### src/rtl/core/mrss_pkg.sv
// mrss_pkg: types, widths and helpers shared by the rank scan statistic block.
// No dependencies.
package mrss_pkg;

	localparam int MAX_SITES    = 4096;
	localparam int MAX_VARS     = 16;
	localparam int MAX_CLUSTERS = 32;

	localparam int SUM_W   = 40;   // Q28.12 sums
	localparam int CNT_W   = 13;   // site counts
	localparam int VAR_W   = 4;    // variable index
	localparam int CL_W    = 5;    // cluster index
	localparam int ADDR_W  = CL_W + VAR_W;
	localparam int DEPTH   = MAX_CLUSTERS * MAX_VARS;
	localparam int MAG_W   = 36;   // magnitude of one sum
	localparam int WIDE_W  = 128;  // numerator / product width
	localparam int DEN_W   = 96;
	localparam int STAT_W  = 48;
	localparam int Q_W     = STAT_W + 1;
	localparam int MUL_STEPS = MAG_W;
	localparam int NVNS_W  = 17;

	localparam logic [CNT_W-1:0] SITE_LIMIT = CNT_W'(MAX_SITES);

	// configuration register indexes
	localparam logic CFG_VARS = 1'b0;
	localparam logic CFG_CLUS = 1'b1;

	typedef struct packed {
		logic signed [23:0] rank_value;
		logic [31:0]        member_mask;
		logic               final_item;
	} in_word_t;

	typedef struct packed {
		logic [4:0]        cluster_index;
		logic [STAT_W-1:0] statistic;
		logic              degenerate;
		logic              last_result;
	} out_word_t;

	typedef struct packed {
		logic              start;
		logic [WIDE_W-1:0] x;
		logic [MAG_W-1:0]  y;
		logic [WIDE_W-1:0] init;
	} mul_req_t;

	typedef struct packed {
		logic              start;
		logic [WIDE_W-1:0] num;
		logic [DEN_W-1:0]  den;
	} div_req_t;

	function automatic logic [4:0] nv_eff(input logic [4:0] v);
		logic [4:0] r;
		if (v == 5'd0)
			r = 5'd1;
		else if (v > 5'(MAX_VARS))
			r = 5'(MAX_VARS);
		else
			r = v;
		return r;
	endfunction

	function automatic logic [5:0] nc_eff(input logic [5:0] c);
		logic [5:0] r;
		if (c == 6'd0)
			r = 6'd1;
		else if (c > 6'(MAX_CLUSTERS))
			r = 6'(MAX_CLUSTERS);
		else
			r = c;
		return r;
	endfunction

endpackage

### src/rtl/core/mrss_mul.sv
// mrss_mul: shift-add multiplier, one multiplier bit per cycle, init + x*y.
// Uses mrss_pkg.
module mrss_mul
	import mrss_pkg::*;
(
	input  logic              clk,
	input  logic              arst_n,
	input  mul_req_t          req,
	output logic              done,
	output logic [WIDE_W-1:0] prod
);

	logic              busy_q;
	logic              done_q;
	logic [5:0]        cnt_q;
	logic [WIDE_W-1:0] acc_q;
	logic [WIDE_W-1:0] x_q;
	logic [MAG_W-1:0]  y_q;

	always_ff @(posedge clk or negedge arst_n) begin
		if (!arst_n) begin
			busy_q <= 1'b0;
			done_q <= 1'b0;
			cnt_q  <= '0;
		end else begin
			done_q <= 1'b0;
			if (req.start) begin
				busy_q <= 1'b1;
				cnt_q  <= 6'(MUL_STEPS);
			end else if (busy_q) begin
				cnt_q <= cnt_q - 6'd1;
				if (cnt_q == 6'd1) begin
					busy_q <= 1'b0;
					done_q <= 1'b1;
				end
			end
		end
	end

	always_ff @(posedge clk) begin
		if (req.start) begin
			acc_q <= req.init;
			x_q   <= req.x;
			y_q   <= req.y;
		end else if (busy_q) begin
			if (y_q[0])
				acc_q <= acc_q + x_q;
			x_q <= {x_q[WIDE_W-2:0], 1'b0};
			y_q <= {1'b0, y_q[MAG_W-1:1]};
		end
	end

	assign done = done_q;
	assign prod = acc_q;

endmodule

### config.mk
export PLATFORM = sky130hd
export DESIGN_NAME = mrss_mul
export DESIGN_NICKNAME = d
export VERILOG_FILES = /design/src/rtl/core/mrss_pkg.sv /design/src/rtl/core/mrss_mul.sv
export SDC_FILE = /design/constraint.sdc
export NUM_CORES = 1
export LEC_CHECK = 0
export BUFFER_PORTS_ARGS = -buffer_cell sky130_fd_sc_hd__buf_2
export CAP_MARGIN = 25
export CORE_MARGIN = 5
export CORE_UTILIZATION = 36
export CTS_BUF_LIST = sky130_fd_sc_hd__clkbuf_8
export DETAILED_ROUTE_END_ITERATION = 6
export PLACE_DENSITY_LB_ADDON = 0.08
export RECOVER_POWER = 25
export SLEW_MARGIN = 20
export SYNTH_ARGS = -nofsm -noshare
export SYNTH_HDL_FRONTEND = slang
export SYNTH_SLANG_ARGS = --single-unit
### constraint.sdc
create_clock -name clk -period 4.43 [get_ports clk]
set_input_delay 0.6645 -clock clk [delete_from_list [all_inputs] [get_ports clk]]
set_output_delay 0.6645 -clock clk [all_outputs]
set_load 0.01 [all_outputs]
==> run metrics <==
status=complete, but fails checks; violated checks=max-capacitance violations, max-slew violations; Remaining Overflow, GRT=0; largest net degree at the start of global routing=around 140; CP Cell Sequence=ha_1 > fa_1 > a21o_1 > a221oi_1 > nor3_1 > or3_4 > a311oi_4 > buf_4 > nor2_1 > a31oi_1 > o21ai_0 > xnor2_1 > o21ai_0; max_slew headroom=-97.81%; Net count, final=2,994; hold depth=3; critical path's largest stage delay=~0.45 ns; first-pass iteration count of the detailed router=5; filler cell count=5,949; # IOs=~420; via count=roughly 19k; average wire per standard cell=between 20 and 25 µm; mapped cell area=between 20,000 and 25,000 µm²; DRT iter0 DRCs=approximately 1.4k; Worst Path Buf+Inv=1; main flop type after synthesis=edfxtp_1; Hold EP=prod[4]; via/cell ratio=approximately 5.5; total die area=64,160 µm²; Root Driver=clkbuf_8; slowest CP cell=or3_4; commonest non-fill, non-tap cell in the layout=buf_2; vias in the first global route=a little under 20k; hpwl dp=60.58 mm; Site Rows=a little under 90; Max Freq=244.6 MHz; Psw=between 7 and 8 mW; sequential fraction of the synthesis area=~42%; logic gate share of total power=a little under three fifths; Setup TNS Final=0 ns; CP Capture Type=flop; Synth Net Count=around 2.6k; cell family contributing the most delay on the critical path=compound AO/OA/AOI/OAI gates; gpl congestion=just under 0.9; initial antenna violation count=8; Power Density=around 640 nW/µm²; RSZ-0062 raised after global routing=no; Die H=roughly 250 µm; Num CTS Buffers=between 50 and 60; initial cell density of the core=a little over a third; RR Endpoint=prod[66]; Synth Instances=approximately 2.2k; distinct cell type count after synthesis=between 80 and 90; Total Power=16.07 mW; r2r setup slk=0.34 ns; core box area=approximately 59,000 µm²; Mapped Avg Cell Area=9.722 µm²; hold slack=~0.27 ns; # setup viols final=0; fin crit share=between 90% and 100%; launching point of the worst reg2reg path=prod[0]; clock network fraction of total power=roughly 17%; clock buffer depth=3; Fin. Hold Viols=0; Data arrival, critical path=4.35 ns; Req. time, crit path=about 4.7 ns; clk_skew=approximately 0.047 ns; largest cells by area after synthesis=edfxtp_1 41%, mux2_2 8.9%, ha_1 7.6%, a21oi_1 5.1%, nand2_1 4.9%; Sink Count=300; Synth Register Bits=300; worst min-delay path category=input port to flop; Sequential Power Share=between 20% and 30%; critical hold path startpoint=req[4]; worst skew pair latency=around 0.68 ns; cells on worst reg2reg path=13; DRC viols=0; final wirelength=76.01 mm; Post-DRT Antenna Nets=0; share of layout cells above drive strength 1=between 20% and 30%; Syn. warnings=0; Area Overhead vs Synth=18.24%; fin. max-slew vios=between 400 and 500; worst slew pin tran=~3 ns; H-tree level count=2; worst vdd ir=0.0002827 V; Tmin final=between 4 and 5 ns; Synth area leader=edfxtp_1; most frequent cells in the layout=421 x buf_2, 292 x edfxtp_1, 276 x nand2_1; internal power=approximately 8.7 mW; postcts setup bufs=0; first-pass GRT wire length=about 110 mm; EDFF count, synth=292; Worst Setup Start Kind=flop; Synth top area share=41.15%; Net Sw Frac=~46%; number of max-cap violations=4; Tot GR Track Use=around 23%; CP dominant cell by count=o21ai_0; LEAKAGE=10.14 nW; TritonCTS clock tree=done; Die Wd=approximately 250 µm; FFs w/ async S/R, synth=about 2.7%; crit-path max FO=4; critical path class=flop to flop; IO buf count=between 400 and 500; Reg clk slew, reported paths=around 0.07 ns
-- metal layers --
metal  track usage (%)  share of wire, %  up-vias
met2             36.52                46      590
li1                  -                 -     9006
met3             5.392               7.3      111
met4             5.460               2.2        8
met5                 0             0.055        -
met1             31.05                45     9048
-- registers in the layout, summed over array words and instances (netlist names) --
| register | cells |
|---|---|
| prod | 128 |
| x_q | 128 |
| y_q | 36 |
| cnt_q | 6 |
| busy_q | 1 |
| done | 1 |
-- synthesized netlist by cell type (all sizes together) (3+ instances only) --
master / instances
o211ai: 12
nor4: 11
mux2: 168
buf: 28
nor3: 41
or2: 9
a21oi: 218
nand2: 277
xnor2: 72
a211oi: 11
nand3: 16
a21o: 49
inv: 35
or4: 4
edfxtp: 292
nor2b: 6
o21ai: 236
o21bai: 42
or3: 12
nand4: 84
nand2b: 5
clkbuf: 97
o21a: 11
a311oi: 3
o41ai: 5
a31oi: 13
and2: 13
xor2: 44
o31ai: 18
a221o: 5
ha: 129
and3: 7
dfrtp: 8
o21ba: 3
a221oi: 9
a21boi: 9
o221ai: 6
a31o: 3
nor2: 145
-- cells by family (layout without fill, tap and decap cells) --
kind of cell	count (synthesis)	count (layout)	synth area share [%]
flops	300	300	42.09
xor+xnor	116	116	4.767
other cells	0	5	0
mux	169	169	8.924
compound gates	675	675	19.63
simple gates	641	641	13.94
fa+ha+maj	130	130	7.668
buf+inv	161	580	2.977
-- worst max path at each step --
| stage | start | to | slack (ns) | cells past startpoint |
|---|---|---|---|---|
| 2_1_floorplan | req[292] | x_q[0] | 0.09 | 5 |
| 3_3_place_gp | prod[0] | prod[104] | 0.40 | 12 |
| 3_5_place_dp | prod[0] | prod[96] | 0.35 | 12 |
| 4_1_cts | prod[0] | prod[96] | 0.31 | 12 |
| 5_1_grt | prod[9] | prod[127] | 0.08 | 11 |
| 6_report | prod[0] | prod[66] | 0.34 | 13 |
-- area by class of cell --
| cell class | count | area [µm²] | share of cell area, % |
|---|---|---|---|
| inverter | 36 | 138.9 | 0.5512 |
| clock inverter | 39 | 264.0 | 1.048 |
| sequential | 300 | 8969 | 35.59 |
| tap | 773 | 967.2 | 3.839 |
| multi-input combinational | 1731 | 11710 | 46.47 |
| timing repair buffer | 445 | 2310 | 9.167 |
| antenna | 5 | 12.51 | 0.04966 |
| clock buffer | 60 | 825.8 | 3.277 |
-- worst register-to-register path, delay by kind of cell (launching register included) --
family	cells	cell delay [ns]
compound gates	6	1.64
xor+xnor	1	0.18
fa+ha+maj	2	0.68
buf+inv	1	0.21
flops	1	0.39
simple gates	3	0.59
-- through the flow --
stage	cells	worst slack [ns]	utilization, %	cell area [µm²]
floorplan	2192	0.08659	-	21320
global placement	3284	0.4036	41.05	24130
detailed placement	3284	0.3542	41.05	24130
CTS	3384	0.3129	42.92	25230
global route	3385	0.07792	42.84	25190
finish	3389	0.3413	42.85	25200
-- what timing repair did --
| action | in CTS | in global routing |
|---|---|---|
| hold buffers | 1 | 0 |
| gates resized for setup | 0 | 0 |
| endpoints found under the hold margin | 8 | 0 |
-- power groups by stage --
stage	Sequential (mW)	Combinational, mW	Clock (mW)
after floorplan	4.62	5.69	0
after global placement	4.55	8.74	0
after detailed placement	4.56	8.71	0
after CTS	4.52	8.77	2.83
after global routing	4.58	9.70	2.95
final	4.51	8.84	2.72
Note: power is estimated with default switching activity, not from simulation.
